`config.mk`:
```
export PLATFORM = sky130hd
export DESIGN_NAME = random_idle_server_allocator
export DESIGN_NICKNAME = d
export VERILOG_FILES = /design/src/design/risa_pkg.sv /design/src/design/random_idle_server_allocator.sv
export SDC_FILE = /design/constraint.sdc
export NUM_CORES = 1
export LEC_CHECK = 0
export ABC_AREA = 1
export BUFFER_PORTS_ARGS = -buffer_cell sky130_fd_sc_hd__buf_2
export CELL_PAD_IN_SITES_DETAIL_PLACEMENT = 0
export CELL_PAD_IN_SITES_GLOBAL_PLACEMENT = 1
export CORE_AREA = 2 2 222 224
export DETAILED_ROUTE_END_ITERATION = 12
export DIE_AREA = 0 0 224 226
export GPL_TIMING_DRIVEN = 1
export PLACE_DENSITY = 0.66
export RECOVER_POWER = 25
export SETUP_SLACK_MARGIN = 0.4
export SLEW_MARGIN = 20
export SYNTH_ARGS = -nofsm -noshare
export SYNTH_HDL_FRONTEND = slang
export SYNTH_SLANG_ARGS = --single-unit
```
`constraint.sdc`:
```
create_clock -name clock -period 9.83 [get_ports clock]
set_clock_uncertainty 0.2 [all_clocks]
set_input_delay 1.966 -clock clock [delete_from_list [all_inputs] [get_ports clock]]
set_output_delay 1.966 -clock clock [all_outputs]
set_load 0.01 [all_outputs]
```
`src/design/risa_pkg.sv`:
```
package risa_pkg;

   // Defaults for the top-level parameters.
   localparam int NUM_BLOCKS_DEF  = 7;
   localparam int MAX_SERVERS_DEF = 16;

   // Number of server-count registers on the configuration port.
   localparam int NUM_REGS = 7;

   // Field widths of the request and response items.
   localparam int ACT_W        = 2;
   localparam int BLK_W        = 3;
   localparam int SRV_W        = 4;
   localparam int RND_W        = 16;
   localparam int REQ_DATA_W   = 24;
   localparam int OUT_SRV_W    = 4;
   localparam int OUT_CNT_W    = 5;
   localparam int OUT_TOT_W    = 7;
   localparam int RSP_DATA_W   = 24;
   localparam int CSR_INDEX_W  = 3;
   localparam int CSR_DATA_W   = 5;

   localparam logic [CSR_DATA_W-1:0] SERVERS_RESET [NUM_REGS] =
      '{5'd1, 5'd1, 5'd1, 5'd1, 5'd1, 5'd1, 5'd0};

   typedef enum logic [ACT_W-1:0] {
      ACT_ACQUIRE = 2'd0,
      ACT_RELEASE = 2'd1,
      ACT_QUERY   = 2'd2
   } action_type;

endpackage

```
`src/design/random_idle_server_allocator.sv`:
```
// Random idle-server allocator: per-block busy bitmaps with random acquire, release and query.
// A request accepted on the port is held in the request register, then worked on and written
// into the response register once that register is empty or its response is being taken.
// Throughput: one request per cycle while rsp_tready holds; the bitmap select, one small
// multiply and the count update sit between the request register and the response register.
// Reset (synchronous, active high) marks every server idle and restores the server counts.
module random_idle_server_allocator #(
   parameter int NUM_BLOCKS  = risa_pkg::NUM_BLOCKS_DEF,
   parameter int MAX_SERVERS = risa_pkg::MAX_SERVERS_DEF
) (
   input  logic                              clock,
   input  logic                              reset,
   input  logic                              req_tvalid,
   output logic                              req_tready,
   // block_index [2:0], release_srv [6:3], random_value [22:7], zero [23]
   input  logic [risa_pkg::REQ_DATA_W-1:0]   req_tdata,
   // action [1:0]
   input  logic [risa_pkg::ACT_W-1:0]        req_tuser,
   output logic                              rsp_tvalid,
   input  logic                              rsp_tready,
   // server_out [3:0], busy_in_block [8:4], busy_total [15:9], any_busy [16], zero [23:17]
   output logic [risa_pkg::RSP_DATA_W-1:0]   rsp_tdata,
   // found [0]
   output logic                              rsp_tuser,
   input  logic                              csr_valid,
   output logic                              csr_ready,
   input  logic [risa_pkg::CSR_INDEX_W-1:0]  csr_index,
   input  logic [risa_pkg::CSR_DATA_W-1:0]   csr_data
);
   import risa_pkg::*;

   localparam int CNT_W  = $clog2(MAX_SERVERS + 1);
   localparam int IDX_W  = (MAX_SERVERS > 1) ? $clog2(MAX_SERVERS) : 1;
   localparam int TOT_W  = $clog2(NUM_BLOCKS * MAX_SERVERS + 1);
   localparam int PROD_W = CNT_W + RND_W;

   // Configuration and allocation state.
   logic [CSR_DATA_W-1:0]  servers_ff    [NUM_REGS];
   logic [MAX_SERVERS-1:0] busy_map_ff   [NUM_BLOCKS];
   logic [CNT_W-1:0]       busy_count_ff [NUM_BLOCKS];
   logic [TOT_W-1:0]       busy_total_ff;

   // Request register.
   logic             in_valid_ff;
   action_type       action_ff;
   logic [BLK_W-1:0] blk_ff;
   logic [SRV_W-1:0] srv_ff;
   logic [RND_W-1:0] rnd_ff;

   // Response register.
   logic                 rsp_valid_ff;
   logic                 rsp_found_ff;
   logic [OUT_SRV_W-1:0] rsp_server_ff;
   logic [OUT_CNT_W-1:0] rsp_in_block_ff;
   logic [OUT_TOT_W-1:0] rsp_total_ff;
   logic                 rsp_any_ff;

   logic advance;

   // Working signals of the single pass.
   logic                   blk_valid;
   logic [MAX_SERVERS-1:0] map_sel;
   logic [CNT_W-1:0]       count_sel;
   logic [CSR_DATA_W-1:0]  servers_sel;
   logic [CSR_DATA_W-1:0]  present_n;
   logic [MAX_SERVERS-1:0] present_mask;
   logic [MAX_SERVERS-1:0] idle_mask;
   logic [MAX_SERVERS-1:0] busy_vis;
   logic [MAX_SERVERS-1:0] busy_low;
   logic [MAX_SERVERS-1:0] below;
   logic [MAX_SERVERS-1:0] pick_hot;
   logic [MAX_SERVERS-1:0] rel_hot;
   logic                   rel_hit;
   logic [CNT_W-1:0]       idle_cnt;
   logic [PROD_W-1:0]      product;
   logic [CNT_W-1:0]       pick;
   logic [IDX_W-1:0]       acq_idx;
   logic [IDX_W-1:0]       qry_idx;

   logic                   found_c;
   logic [IDX_W-1:0]       server_c;
   logic [MAX_SERVERS-1:0] busy_map_in;
   logic [CNT_W-1:0]       busy_count_in;
   logic [TOT_W-1:0]       busy_total_in;
   logic                   inc_c;
   logic                   dec_c;
   logic [CNT_W-1:0]       in_block_c;

   assign advance    = in_valid_ff && (!rsp_valid_ff || rsp_tready);
   assign req_tready = !in_valid_ff || advance;
   assign csr_ready  = 1'b1;

   always_comb begin
      blk_valid   = 1'b0;
      map_sel     = '0;
      count_sel   = '0;
      servers_sel = '0;
      for (int b = 0; b < NUM_BLOCKS; b++) begin
         if (int'(blk_ff) == b) begin
            blk_valid = 1'b1;
            map_sel   = busy_map_ff[b];
            count_sel = busy_count_ff[b];
         end
      end
      // Blocks without a register of their own have no servers.
      for (int r = 0; r < NUM_REGS; r++) begin
         if (int'(blk_ff) == r && r < NUM_BLOCKS) begin
            servers_sel = servers_ff[r];
         end
      end

      if (int'(servers_sel) > MAX_SERVERS) begin
         present_n = CSR_DATA_W'(MAX_SERVERS);
      end else begin
         present_n = servers_sel;
      end

      for (int i = 0; i < MAX_SERVERS; i++) begin
         present_mask[i] = (i < int'(present_n));
      end
      idle_mask = ~map_sel & present_mask;
      busy_vis  = map_sel & present_mask;

      idle_cnt = CNT_W'($countones(idle_mask));
      product  = PROD_W'(idle_cnt) * PROD_W'(rnd_ff);
      pick     = product[PROD_W-1:RND_W];

      // The chosen server is the idle one with exactly pick idle servers below it.
      for (int i = 0; i < MAX_SERVERS; i++) begin
         below       = idle_mask & ~({MAX_SERVERS{1'b1}} << i);
         pick_hot[i] = idle_mask[i] && (CNT_W'($countones(below)) == pick);
         rel_hot[i]  = (int'(srv_ff) == i);
      end
      rel_hit  = |(rel_hot & map_sel);
      busy_low = busy_vis & (~busy_vis + 1'b1);

      acq_idx = '0;
      qry_idx = '0;
      for (int i = 0; i < MAX_SERVERS; i++) begin
         if (pick_hot[i]) begin
            acq_idx = acq_idx | IDX_W'(i);
         end
         if (busy_low[i]) begin
            qry_idx = qry_idx | IDX_W'(i);
         end
      end

      found_c       = 1'b0;
      server_c      = '0;
      busy_map_in   = map_sel;
      busy_count_in = count_sel;
      inc_c         = 1'b0;
      dec_c         = 1'b0;
      if (blk_valid) begin
         case (action_ff)
            ACT_ACQUIRE: begin
               if (idle_cnt != '0) begin
                  found_c       = 1'b1;
                  server_c      = acq_idx;
                  busy_map_in   = map_sel | pick_hot;
                  busy_count_in = count_sel + 1'b1;
                  inc_c         = 1'b1;
               end
            end
            ACT_RELEASE: begin
               // Releasing an idle server leaves the count alone.
               if (rel_hit) begin
                  busy_map_in   = map_sel & ~rel_hot;
                  busy_count_in = count_sel - 1'b1;
                  dec_c         = 1'b1;
               end
            end
            ACT_QUERY: begin
               if (|busy_vis) begin
                  found_c  = 1'b1;
                  server_c = qry_idx;
               end
            end
            default: begin
            end
         endcase
      end
      busy_total_in = busy_total_ff + TOT_W'(inc_c) - TOT_W'(dec_c);
      in_block_c    = blk_valid ? busy_count_in : '0;
   end

   always_ff @(posedge clock) begin
      if (reset) begin
         for (int r = 0; r < NUM_REGS; r++) begin
            servers_ff[r] <= SERVERS_RESET[r];
         end
         for (int b = 0; b < NUM_BLOCKS; b++) begin
            busy_map_ff[b]   <= '0;
            busy_count_ff[b] <= '0;
         end
         busy_total_ff <= '0;
         in_valid_ff   <= 1'b0;
         rsp_valid_ff  <= 1'b0;
      end else begin
         if (csr_valid) begin
            for (int r = 0; r < NUM_REGS; r++) begin
               if (int'(csr_index) == r && r < NUM_BLOCKS) begin
                  servers_ff[r] <= csr_data;
               end
            end
         end
         if (advance) begin
            for (int b = 0; b < NUM_BLOCKS; b++) begin
               if (blk_valid && int'(blk_ff) == b) begin
                  busy_map_ff[b]   <= busy_map_in;
                  busy_count_ff[b] <= busy_count_in;
               end
            end
            busy_total_ff <= busy_total_in;
         end
         if (req_tvalid && req_tready) begin
            in_valid_ff <= 1'b1;
         end else if (advance) begin
            in_valid_ff <= 1'b0;
         end
         if (advance) begin
            rsp_valid_ff <= 1'b1;
         end else if (rsp_tready) begin
            rsp_valid_ff <= 1'b0;
         end
      end
   end

   always_ff @(posedge clock) begin
      if (req_tvalid && req_tready) begin
         action_ff <= action_type'(req_tuser);
         blk_ff    <= req_tdata[BLK_W-1:0];
         srv_ff    <= req_tdata[BLK_W+SRV_W-1:BLK_W];
         rnd_ff    <= req_tdata[BLK_W+SRV_W+RND_W-1:BLK_W+SRV_W];
      end
      if (advance) begin
         rsp_found_ff    <= found_c;
         rsp_server_ff   <= OUT_SRV_W'(server_c);
         rsp_in_block_ff <= OUT_CNT_W'(in_block_c);
         rsp_total_ff    <= OUT_TOT_W'(busy_total_in);
         rsp_any_ff      <= (busy_total_in != '0);
      end
   end

   assign rsp_tvalid = rsp_valid_ff;
   assign rsp_tuser  = rsp_found_ff;
   assign rsp_tdata  = {{(RSP_DATA_W - OUT_SRV_W - OUT_CNT_W - OUT_TOT_W - 1){1'b0}},
                        rsp_any_ff, rsp_total_ff, rsp_in_block_ff, rsp_server_ff};

   // A successful acquire adds exactly one busy server to the total.
   a_acquire_bumps_total: assert property (@(posedge clock) disable iff (reset)
      (advance && inc_c) |=> (busy_total_ff == $past(busy_total_ff) + 1'b1))
      else $error("total not incremented after acquire");

   // A release that hits a busy server removes exactly one from the total.
   a_release_drops_total: assert property (@(posedge clock) disable iff (reset)
      (advance && dec_c) |=> (busy_total_ff == $past(busy_total_ff) - 1'b1))
      else $error("total not decremented after release");

   // The total only moves when a request passes into the response register.
   a_total_holds_idle: assert property (@(posedge clock) disable iff (reset)
      !advance |=> $stable(busy_total_ff))
      else $error("total changed without a request");

   // A full request register behind a stalled response must refuse new requests.
   a_no_overrun: assert property (@(posedge clock) disable iff (reset)
      (in_valid_ff && rsp_valid_ff && !rsp_tready) |-> !req_tready)
      else $error("request accepted while pipeline is full");

   // An acquire that succeeds marks exactly one idle server.
   a_one_pick: assert property (@(posedge clock) disable iff (reset)
      (advance && inc_c) |-> $onehot(pick_hot))
      else $error("acquire selected other than one server");

endmodule
```
* After elaboration in Yosys (flattened, before gate mapping) *
Memories as Yosys holds them, arrays and structs flattened.
Index checks and enable logic that the tools add are counted.

word-level totals
  output and inout port bits = 28
  bits in writable memories = 182
  input port bits = 39
  memories kept = 3
  flip-flop bits (word level) = 52

memories
  memory         depth  width  read ports  clocked after memory_dff  wr ports  line                                RTL
  busy_map_ff    7      16     7           0                         7         random_idle_server_allocator.sv:39  logic [MAX_SERVERS-1:0] busy_map_ff [NUM_BLOCKS];
  busy_count_ff  7      5      7           0                         7         random_idle_server_allocator.sv:40  logic [CNT_W-1:0] busy_count_ff [NUM_BLOCKS];
  servers_ff     7      5      7           0                         7         random_idle_server_allocator.sv:38  logic [CSR_DATA_W-1:0] servers_ff [NUM_REGS];

cells by class
  add/subtract/negate cells = 37
  equal/unequal tests = 44
  reductions and logical operators = 40
  $lt $le $gt $ge = 17
  bitwise gates (word level) = 30
  multiplexer cells = 161
  multipliers = 1

operator list
  kind                                                       count
  two-way mux 16 bit                                         17
  two-way mux 5 bit                                          32
  AND 16 bit                                                 5
  two-way mux 1 bit                                          78
  two-way mux 4 bit                                          18
  == test 5 bit                                              14
  NOT 16 bit                                                 3
  adder 5 bit                                                8
  less-than comparator 4 x 5 -> 1 bit, first input constant  8
  == test 4 bit, second input constant                       8
  case mux 16 bit (2 select lines)                           1
  OR reduction 16 bit                                        2
  logical AND 1 bit                                          25
  == test 3 bit, second input constant                       8
  two-way mux 3 bit                                          8
  multiplier 5 x 16 -> 21 bit                                1
  OR 1 bit                                                   21
  less-than comparator 3 x 5 -> 1 bit, first input constant  4
  adder 1 x 1 -> 2 bit                                       8
  adder 16 x 1 -> 16 bit, second input constant              1
  == test 4 x 3 -> 1 bit, second input constant              4
  OR 16 bit                                                  1
  adder 5 x 1 -> 5 bit                                       3
  adder 2 x 2 -> 3 bit                                       4
  other kinds (32)                                           48

* Depth between registers and ports, before layout *
Gate-level depths: netlist (run 1).

  depth after elaboration = 36
  gate-level depth with buffers = 59
  gate-level depth less buffers = 58

* Least setup slack after synthesis (run 1) *
Ideal clock, no wire load.

  path type = reg-to-reg
  from = register blk_ff[1]
  to = register rsp_server_ff[1], data pin
  library setup time = 252 ps
  clock period less this slack = 10285 ps
  arrival time = 9833 ps
  required time = 9378 ps
  stages on the path, launching flop included = 46
  path slack = -455 ps
  cell sequence = edfxtp_1 nor2_2 nand2_1 or2_2 nand2_1 nand2_1 nand2_1 nand4_1 nand2_1 inv_1 ha_1 inv_1 fa_1 inv_1 fa_1 ha_1 fa_1 fa_1 [... 10 more ...] ha_1 a21oi_1 o21ai_0 a21oi_1 nand2_1 nand2_1 nand3_1 nand2_1 clkbuf_1 nand2_1 nand2_1 nor2_1 nand3_1 nand2_1 nor2_1 nand3_1 nand2_1 nand2_1

between the ends
  longest elaborated chain between the ends = 35
  elaborated cells on any way between the ends = 129
  those cells by class = add/sub (28); mul (1); order compare (17); eq/ne (14); mux (53); bitwise (5); reduce/logical (11)

ends and longest elaborated chain
  element                                                      line                                                                      RTL
  start, declared                                              random_idle_server_allocator.sv:46                                        logic [BLK_W-1:0] blk_ff;
  start signal, assigned                                       random_idle_server_allocator.sv:232                                       blk_ff <= req_tdata[BLK_W-1:0];
  zero test 3 bit                                              random_idle_server_allocator.sv:99, random_idle_server_allocator.sv:107
  two-way mux 5 bit (7 in series)                              random_idle_server_allocator.sv:107                                       if (int'(blk_ff) == r && r < NUM_BLOCKS) begin
  > comparator 5 bit                                           random_idle_server_allocator.sv:112                                       if (int'(servers_sel) > MAX_SERVERS) begin
  two-way mux 5 bit                                            random_idle_server_allocator.sv:112
  less-than comparator 4 x 5 -> 1 bit (tied with other cells)  random_idle_server_allocator.sv:119                                       present_mask[i] = (i < int'(present_n));
  AND 16 bit                                                   random_idle_server_allocator.sv:121                                       idle_mask = ~map_sel & present_mask;
  adder 1 x 1 -> 2 bit, on equally long branches               random_idle_server_allocator.sv:124, random_idle_server_allocator.sv:131
  adder 2 x 2 -> 3 bit, on equally long branches               random_idle_server_allocator.sv:124, random_idle_server_allocator.sv:131
  [... 2 more ...]                                             n/a
  multiplier 5 x 16 -> 21 bit                                  random_idle_server_allocator.sv:125                                       product = PROD_W'(idle_cnt) * PROD_W'(rnd_ff);
  == test 5 bit                                                random_idle_server_allocator.sv:131                                       pick_hot[i] = idle_mask[i] && (CNT_W'($countones(below)) == pick);
  logical AND 1 bit                                            random_idle_server_allocator.sv:131
  two-way mux 2 bit (2 in series)                              random_idle_server_allocator.sv:140                                       if (pick_hot[i]) begin
  two-way mux 3 bit (4 in series)                              random_idle_server_allocator.sv:140
  two-way mux 4 bit (8 in series)                              random_idle_server_allocator.sv:140
  two-way mux 4 bit                                            random_idle_server_allocator.sv:157                                       if (idle_cnt != '0) begin
  case mux 4 bit (2 select lines)                              random_idle_server_allocator.sv:155                                       case (action_ff)
  end signal, assigned                                         random_idle_server_allocator.sv:238                                       rsp_server_ff <= OUT_SRV_W'(server_c);
  end, declared                                                random_idle_server_allocator.sv:53                                        logic [OUT_SRV_W-1:0] rsp_server_ff;

Parallel ways exist; a longest one is shown, timed or not.
A chain may end at the register's enable or synchronous reset.

* Worst setup path in the final report (run 1) *
Ends and elaborated chain as after synthesis.

==> run summary, run 1 <==
The run finished, with violations left. The final reports fail on max-capacitance violations, max-slew violations, negative setup slack. The logs give 36800 microns for the detailed placement HPWL and 26.5% for the met1 usage in global routing.

Final net count: 2572. Using the TritonRoute via totals, the vias-per-cell ratio works out to 4.77. The critical path contains buffers and inverters numbering 49 combined.

Following the worst setup path forward leads to its endpoint at rsp_server_ff[1]. Wires add up to 50400 microns. 0 antenna diodes ended up in the layout. The logs give 48 for the number of distinct library cells after synthesis and 81 for the number of standard-cell rows in the floorplan. The final route contains 14400 vias. Setup violations remaining at the end of the flow were counted as 30. End of the worst register-to-register path: rsp_server_ff[1].

Clock latency at the later pin of the worst-skew pair: 0.57 ns. In the synthesized netlist, the number of instances is 2077. The number of H-tree levels is 1. In the layout the commonest cells are 457 x sky130_fd_sc_hd__nand2_1, 269 x sky130_fd_sc_hd__inv_1, 256 x sky130_fd_sc_hd__nor2_1. For the finished layout, the period the worst path requires is 9.92 ns. The flip-flop and latch count after synthesis was 234. The class of the tightest hold or removal check is flip-flop to flip-flop. Sorting the synthesized cells by area gives the leading types as sky130_fd_sc_hd__edfxtp_1 40%, sky130_fd_sc_hd__nand2_1 12%, sky130_fd_sc_hd__fa_1 8.1%. The initial utilization of the core area, before any placement, comes to 34.6%. The critical register-to-register path startpoint is blk_ff[1].

The cell area that synthesis handed to floorplanning was 16700 sq um. The core region is 48300 sq um. The floorplan step defined a die boundary enclosing 50600 sq um.

Post-synthesis async set-or-reset flop share: 0%. The logs give 0.101 GHz for the achievable frequency and 5 for the number of optimization iterations in the first detailed-route pass. Measured along the x axis, the die boundary spans 224 microns. Setup repair after global routing could not meet its margin everywhere.

Global routing used 34.2% of the available met2 tracks. After synthesis, the mean cell area works out to 8.05 sq um. The tools report the startpoint type of the worst setup path as a flip-flop. Buffers placed on the I/O ports in this run total 57. TritonCTS built the clock tree. The logs give -0.0863 ns for the post-layout worst setup margin and 0 for the synthesis warning total. The post-route netlist has 30.8% of its cells at a drive strength greater than 1. The global routing stage identified its most utilized layer as met2. The number of hold buffers added after CTS was 0. Global routing used 20.1% of the available tracks across all layers. The cell type with the highest aggregate area in the netlist was sky130_fd_sc_hd__edfxtp_1. The arrival time of data at the critical path endpoint was 10.02 ns.

In this run the count of I/O pins placed on the die edge is 67. The vertical die dimension was 226 microns. The top cell family by delay on the critical path is buffers and inverters. Routability-driven placement finished with a final weighted congestion of 0.862. Kind of critical path: flip-flop to flip-flop. In this run the worst path has a maximum fanout of 5. Global routing finished with a remaining overflow of 0. The number of clock buffers added by TritonCTS is 27. The run gives 79200 microns as the first-pass GRT wire length. STA classifies the critical path endpoint as a flip-flop.

For the initial antenna violation count, the log shows 0. The final critical-path share of the clock period is 101%, and the CTS clock-pin slew for the worst setup and hold paths is 0.06 ns. The global-route met3 utilization came out at 2.32%. The number of enable-type register cells in the synthesized netlist came out at 225. The run gives 30 as the maximum number of pins on one net before global-route repair. Count of cells along the worst register-to-register path: 69.

The startpoint of the worst hold path was busy_total_ff[2]. The detailed router finished its first iteration with 785 violations. For the sequential share of the synthesized area, the log shows 41.5%.

Relative to the synthesized area, the layout overhead comes to 34.3%. At the worst endpoint, the required time is 9.93 ns. For the pin with the worst max-slew slack, the measured transition is 1.93 ns.

The via count of the first global-routing pass came out at 14800. The depth of the critical timing path with buffers and inverters included is 69. The most common flop cell mapped by yosys is sky130_fd_sc_hd__edfxtp_1. The setup check on the worst reg-to-reg path leaves a slack of -0.09 ns. For the number of hold violations in the final report, the log shows 0. The run gives 234 as the sink count of the clock tree.

In this design, the critical path's most frequently occurring cell is sky130_fd_sc_hd__buf_4. On the worst path, the slowest cell contributes a delay of 0.57 ns. The clock passes through at most 3 buffers.

The total of max-cap violations came out at 1. The clock root buffer is sky130_fd_sc_hd__clkbuf_16. Measured on the finished design, the core utilization comes to 46.5%. The most critical setup path has its startpoint at blk_ff[1]. Leading cell type in the layout, fill and taps excluded: sky130_fd_sc_hd__nand2_1. The count of nets left with antenna violations once routing finished came out at 0.

In this run the tightest slew margin relative to its limit is -28.7%. After detailed routing, the number of remaining DRC violations is 0. The cell type of the slowest stage on the worst timing path is sky130_fd_sc_hd__fa_2. The area share of the largest cell type after synthesis is 40.4%, and the average wire per standard cell is 16.7 microns. The run gives 26 as the max-slew violation count.
-- layer usage --
layer	vias up	part of all wire (%)
li1	7210	-
met3	102	4.4
met2	298	47
met1	6818	45
met5	-	0
met4	0	3.8
-- tightest hold or removal path: cells and delay by family (launching register included) --
family / cells / cell delay, ns
buf+inv: 1 / 0.07
flops: 1 / 0.31
compound gates: 1 / 0.06
-- synthesized netlist by cell type, types with 4 or more instances --
master,instances
sky130_fd_sc_hd__nand2_2,8
sky130_fd_sc_hd__inv_1,319
sky130_fd_sc_hd__a211oi_1,5
sky130_fd_sc_hd__fa_1,68
sky130_fd_sc_hd__buf_4,10
sky130_fd_sc_hd__o31ai_1,4
sky130_fd_sc_hd__xnor2_1,14
sky130_fd_sc_hd__nor3_1,12
sky130_fd_sc_hd__clkbuf_1,30
sky130_fd_sc_hd__nand2_1,551
sky130_fd_sc_hd__nor2_2,4
sky130_fd_sc_hd__inv_2,11
sky130_fd_sc_hd__o21ai_0,34
sky130_fd_sc_hd__dfxtp_1,9
sky130_fd_sc_hd__a21oi_1,70
sky130_fd_sc_hd__buf_2,12
sky130_fd_sc_hd__nor2_1,346
sky130_fd_sc_hd__nand4_1,54
sky130_fd_sc_hd__or2_2,13
sky130_fd_sc_hd__nand3_1,102
sky130_fd_sc_hd__a31oi_1,5
sky130_fd_sc_hd__o21ai_1,6
sky130_fd_sc_hd__xor2_1,37
sky130_fd_sc_hd__nand3b_1,5
sky130_fd_sc_hd__edfxtp_1,225
sky130_fd_sc_hd__ha_1,86
-- flip-flops by register name, summed over array words and instances (netlist names), 3 cells and up --
| signal | count |
|---|---|
| busy_map_ff | 112 |
| busy_count_ff | 35 |
| servers_ff | 35 |
| rnd_ff | 16 |
| busy_total_ff | 7 |
| rsp_total_ff | 7 |
| rsp_in_block_ff | 5 |
| rsp_server_ff | 4 |
| srv_ff | 4 |
| blk_ff | 3 |
-- area by class of cell --
type | instances | area [sq um]
tap | 622 | 778
clock inverter | 21 | 169
sequential | 234 | 6940
fill | 4614 | 25900
multi-input combinational | 1462 | 9930
inverter | 330 | 1250
timing repair buffer | 324 | 2710
clock buffer | 29 | 683
-- worst min-delay path by stage --
stage	end	cells after the start	slack (ns)
2_1_floorplan	busy_total_ff[2]	2	0.25
3_3_place_gp	busy_total_ff[0]	2	0.27
3_5_place_dp	busy_total_ff[2]	2	0.28
4_1_cts	busy_total_ff[0]	2	0.30
5_1_grt	busy_total_ff[0]	2	0.31
6_report	busy_total_ff[2]	2	0.29
-- logic make-up after synthesis --
group,after synthesis,share of synthesized area [%]
xor+xnor,51,2.67
buf+inv,387,9.14
fa+ha+maj,154,14.6
other cells,2,0.0449
compound gates,143,4.84
simple gates,1106,27.2
flops,234,41.5
-- stage by stage --
step           setup TNS (ns)  area [sq um]  cells  hold WS, ns  worst slack, ns
2_1_floorplan               0         17000   2083        0.252            0.412
3_3_place_gp           -41.92         19000   2876        0.273           -0.505
3_5_place_dp           -47.24         19000   2876        0.284           -0.560
4_1_cts                     0         21500   3005        0.299           0.0510
5_1_grt                -34.62         22500   3022        0.314           -0.413
6_report               -0.768         22500   3022        0.291          -0.0863
-- timing repair --
| action | in CTS | in global routing |
|---|---|---|
| buffers inserted | 75 | 17 |
| gates resized for setup | 257 | 231 |
| gates cloned | 4 | 0 |
| endpoints found under the setup margin | 117 | 120 |
| pin swaps | 135 | 104 |
Power of run 1 is not shown: default switching activity piles up to over one toggle a cycle in this logic, so the estimate is an artifact.
==> run 2, diff against run 1 <==
==> constraint.sdc (replaced) <==
create_clock -name clock -period 9.83 [get_ports clock]
set_clock_uncertainty 0.2 [all_clocks]
set_input_delay 1.966 -clock clock [delete_from_list [all_inputs] [get_ports clock]]
set_output_delay 1.966 -clock clock [all_outputs]
set_load 0.1 [all_outputs]
==> run summary, run 2 (synthesis results as in run 1) <==
The achievable frequency came out at 0.101 GHz (about the same). The logs give 48300 sq um (unchanged) for the placeable core area and -0.09 ns (about the same) for the reg2reg setup slack. The kind of critical path is flip-flop to flip-flop (unchanged).

The run gives 27 (unchanged) as the number of buffers inserted during clock tree synthesis. Cell type of the slowest stage on the worst timing path: sky130_fd_sc_hd__fa_2 (unchanged). For the number of buffers inserted for hold repair after clock tree synthesis, the log shows 0 (unchanged). The die area was 50600 sq um (unchanged). The max-slew violation count came out at 26 (unchanged). Highest-count cells in the layout ignoring fill and taps: 457 x sky130_fd_sc_hd__nand2_1, 269 x sky130_fd_sc_hd__inv_1, 256 x sky130_fd_sc_hd__nor2_1 (unchanged). For the effective utilization at floorplan, the log shows 34.6% (unchanged). The relative slew slack is -28.7% (unchanged).

The tools report the detailed-route via count as 14400 (unchanged). For the final net count, the log shows 2572 (unchanged). Endpoint type of the worst setup path: a flip-flop (unchanged).

The logs give 0 (unchanged) for the residual DRC count and 0 (unchanged) for the number of antenna cells inserted. The final critical-path share of the clock period was 101% (about the same). The total area of sequential cells was 6940 sq um (unchanged); the total of buffers placed on input and output ports was 57 (unchanged). The final total negative setup slack is -0.767 ns (was -0.768 ns). The dominant cell type by count on the critical path was sky130_fd_sc_hd__buf_4 (unchanged). The sink count of the clock tree is 234 (unchanged), and the initial antenna violation count is 0 (unchanged).

The number of placed I/O pins was 67 (unchanged); the vertical die dimension was 226 microns (unchanged). Largest register by flop count: busy_map_ff (unchanged). For the global routing usage summed across all routing layers, the log shows 20.1% (unchanged).

The biggest cell delay along the critical path works out to 0.57 ns (about the same). Area growth from synthesis to final layout: 34.4% (was 34.3%). For the total of max-cap violations, the log shows 1 (unchanged). Number of H-tree levels: 1 (unchanged). The number of nets still failing antenna checks after routing was 0 (unchanged); the post-route core utilization was 46.5% (about the same).

Number of standard-cell rows in the floorplan: 81 (unchanged). The arrival time of data at the critical path endpoint was 10.02 ns (about the same); the number of fill cells was 4613 (was 4614). The proportion of layout cells with a drive suffix above 1 was 30.9% (was 30.8%). The setup slack after placement was -0.560 ns (unchanged). The CTS clock-pin slew for the worst setup and hold paths is 0.06 ns (about the same). The post-layout worst setup margin is -0.0862 ns (was -0.0863 ns), and the first-pass GRT wire length is 79200 microns (unchanged).

TritonCTS built the clock tree. The iteration-0 DRC count of the detailed router was 785 (unchanged). The minimum clock period after layout was 9.92 ns (about the same); the average wire per standard cell was 16.7 microns (about the same). For the number of hold violations in the final report, the log shows 0 (unchanged). The flow ran to the end, but the final reports show violations. For the number of optimization iterations in the first detailed-route pass, the log shows 5 (unchanged).

The horizontal extent of the die is 224 microns (unchanged). Leading cell type in the layout, fill and taps excluded: sky130_fd_sc_hd__nand2_1 (unchanged). The logs give 9930 sq um (unchanged) for the multi-input logic area and 0.862 (unchanged) for the global placement routability congestion. The logs give 3 (unchanged) for the deepest clock path buffer count and 30 (unchanged) for the final setup violation count. Top Registers: busy_map_ff: 112 flops, busy_count_ff: 35 flops, servers_ff: 35 flops (unchanged).

The tools report the detailed placement HPWL as 36800 microns (unchanged). The highest net fanout along the worst path was 5 (unchanged). Violations in the final reports: max-capacitance violations, max-slew violations, negative setup slack (unchanged). The maximum number of pins on one net before global-route repair is 30 (unchanged), and the number of vias per cell after detailed routing is 4.77 (unchanged). The tools report the critical path data required time as 9.93 ns (about the same). The tools report the clock root buffer as sky130_fd_sc_hd__clkbuf_16 (unchanged). The startpoint type of the worst setup path is a flip-flop (unchanged). The final wirelength came out at 50300 microns (was 50400 microns). The residual overflow from global routing is 0 (unchanged). Setup repair after global routing could not meet its margin everywhere.

The transition time of the tightest slew-check pin was 1.93 ns (unchanged). Class of the tightest hold or removal check: flip-flop to flip-flop (unchanged). The flip-flop count of the largest register after layout was 112 (unchanged); the via count of the first global-routing pass was 14800 (unchanged). The tools report the clock latency at the later pin of the worst-skew pair as 0.57 ns (about the same).
==> run 2: cell count changes in the layout (fill, tap and decap cells not counted), sizes merged <==
| cell | previous run | this run |
|---|---|---|
| buf | 316 | 319 |
| clkbuf | 37 | 34 |
==> run 2: worst paths after layout <==
check	startpoint	end	depth (start not counted)
setup reg to reg	blk_ff[1]	rsp_server_ff[1]	69
setup / recovery	blk_ff[1]	rsp_server_ff[1]	69
hold / removal	busy_total_ff[2]	busy_total_ff[2]	2
hold reg to reg	busy_total_ff[2]	busy_total_ff[2]	2
==> run 2: stage by stage <==
stage                     area, sq um  hold slack (ns)  instances
after floorplan                 17000            0.252       2083
after global placement          19000            0.273       2876
after detailed placement        19000            0.284       2876
after CTS                       21500            0.299       3005
after global routing            22500            0.314       3022
final                           22500            0.291       3022
==> run 2: repair_timing <==
| action | 4_1_cts | 5_1_grt |
|---|---|---|
| gates cloned | 4 | 0 |
| setup buffers | 75 | 17 |
| resized for setup | 257 | 231 |
| pin swaps | 135 | 104 |
| setup endpoints to repair | 117 | 120 |
==> run 2: cell type report <==
cell class	instances	area share (%)
clock buffer	29	3.04
clock inverter	21	0.752
inverter	330	5.58
multi-input combinational	1462	44.2
sequential	234	30.9
tap	622	3.46
timing repair buffer	324	12.1
==> run 2: layer usage <==
metal  track usage [%]  wire [microns]
met4              7.29            1900
met1              26.5           22500
met3              2.32            2190
met5                 0               0
met2              34.2           23700
==> run 2: worst max-delay path: cells and delay by family (launching register included) <==
family / cells / cell delay (ns)
buf+inv: 49 / 5.52
simple gates: 15 / 1.59
fa+ha+maj: 4 / 1.56
flops: 1 / 0.53
xor+xnor: 1 / 0.23
Power of run 2 is left out for the same reason.
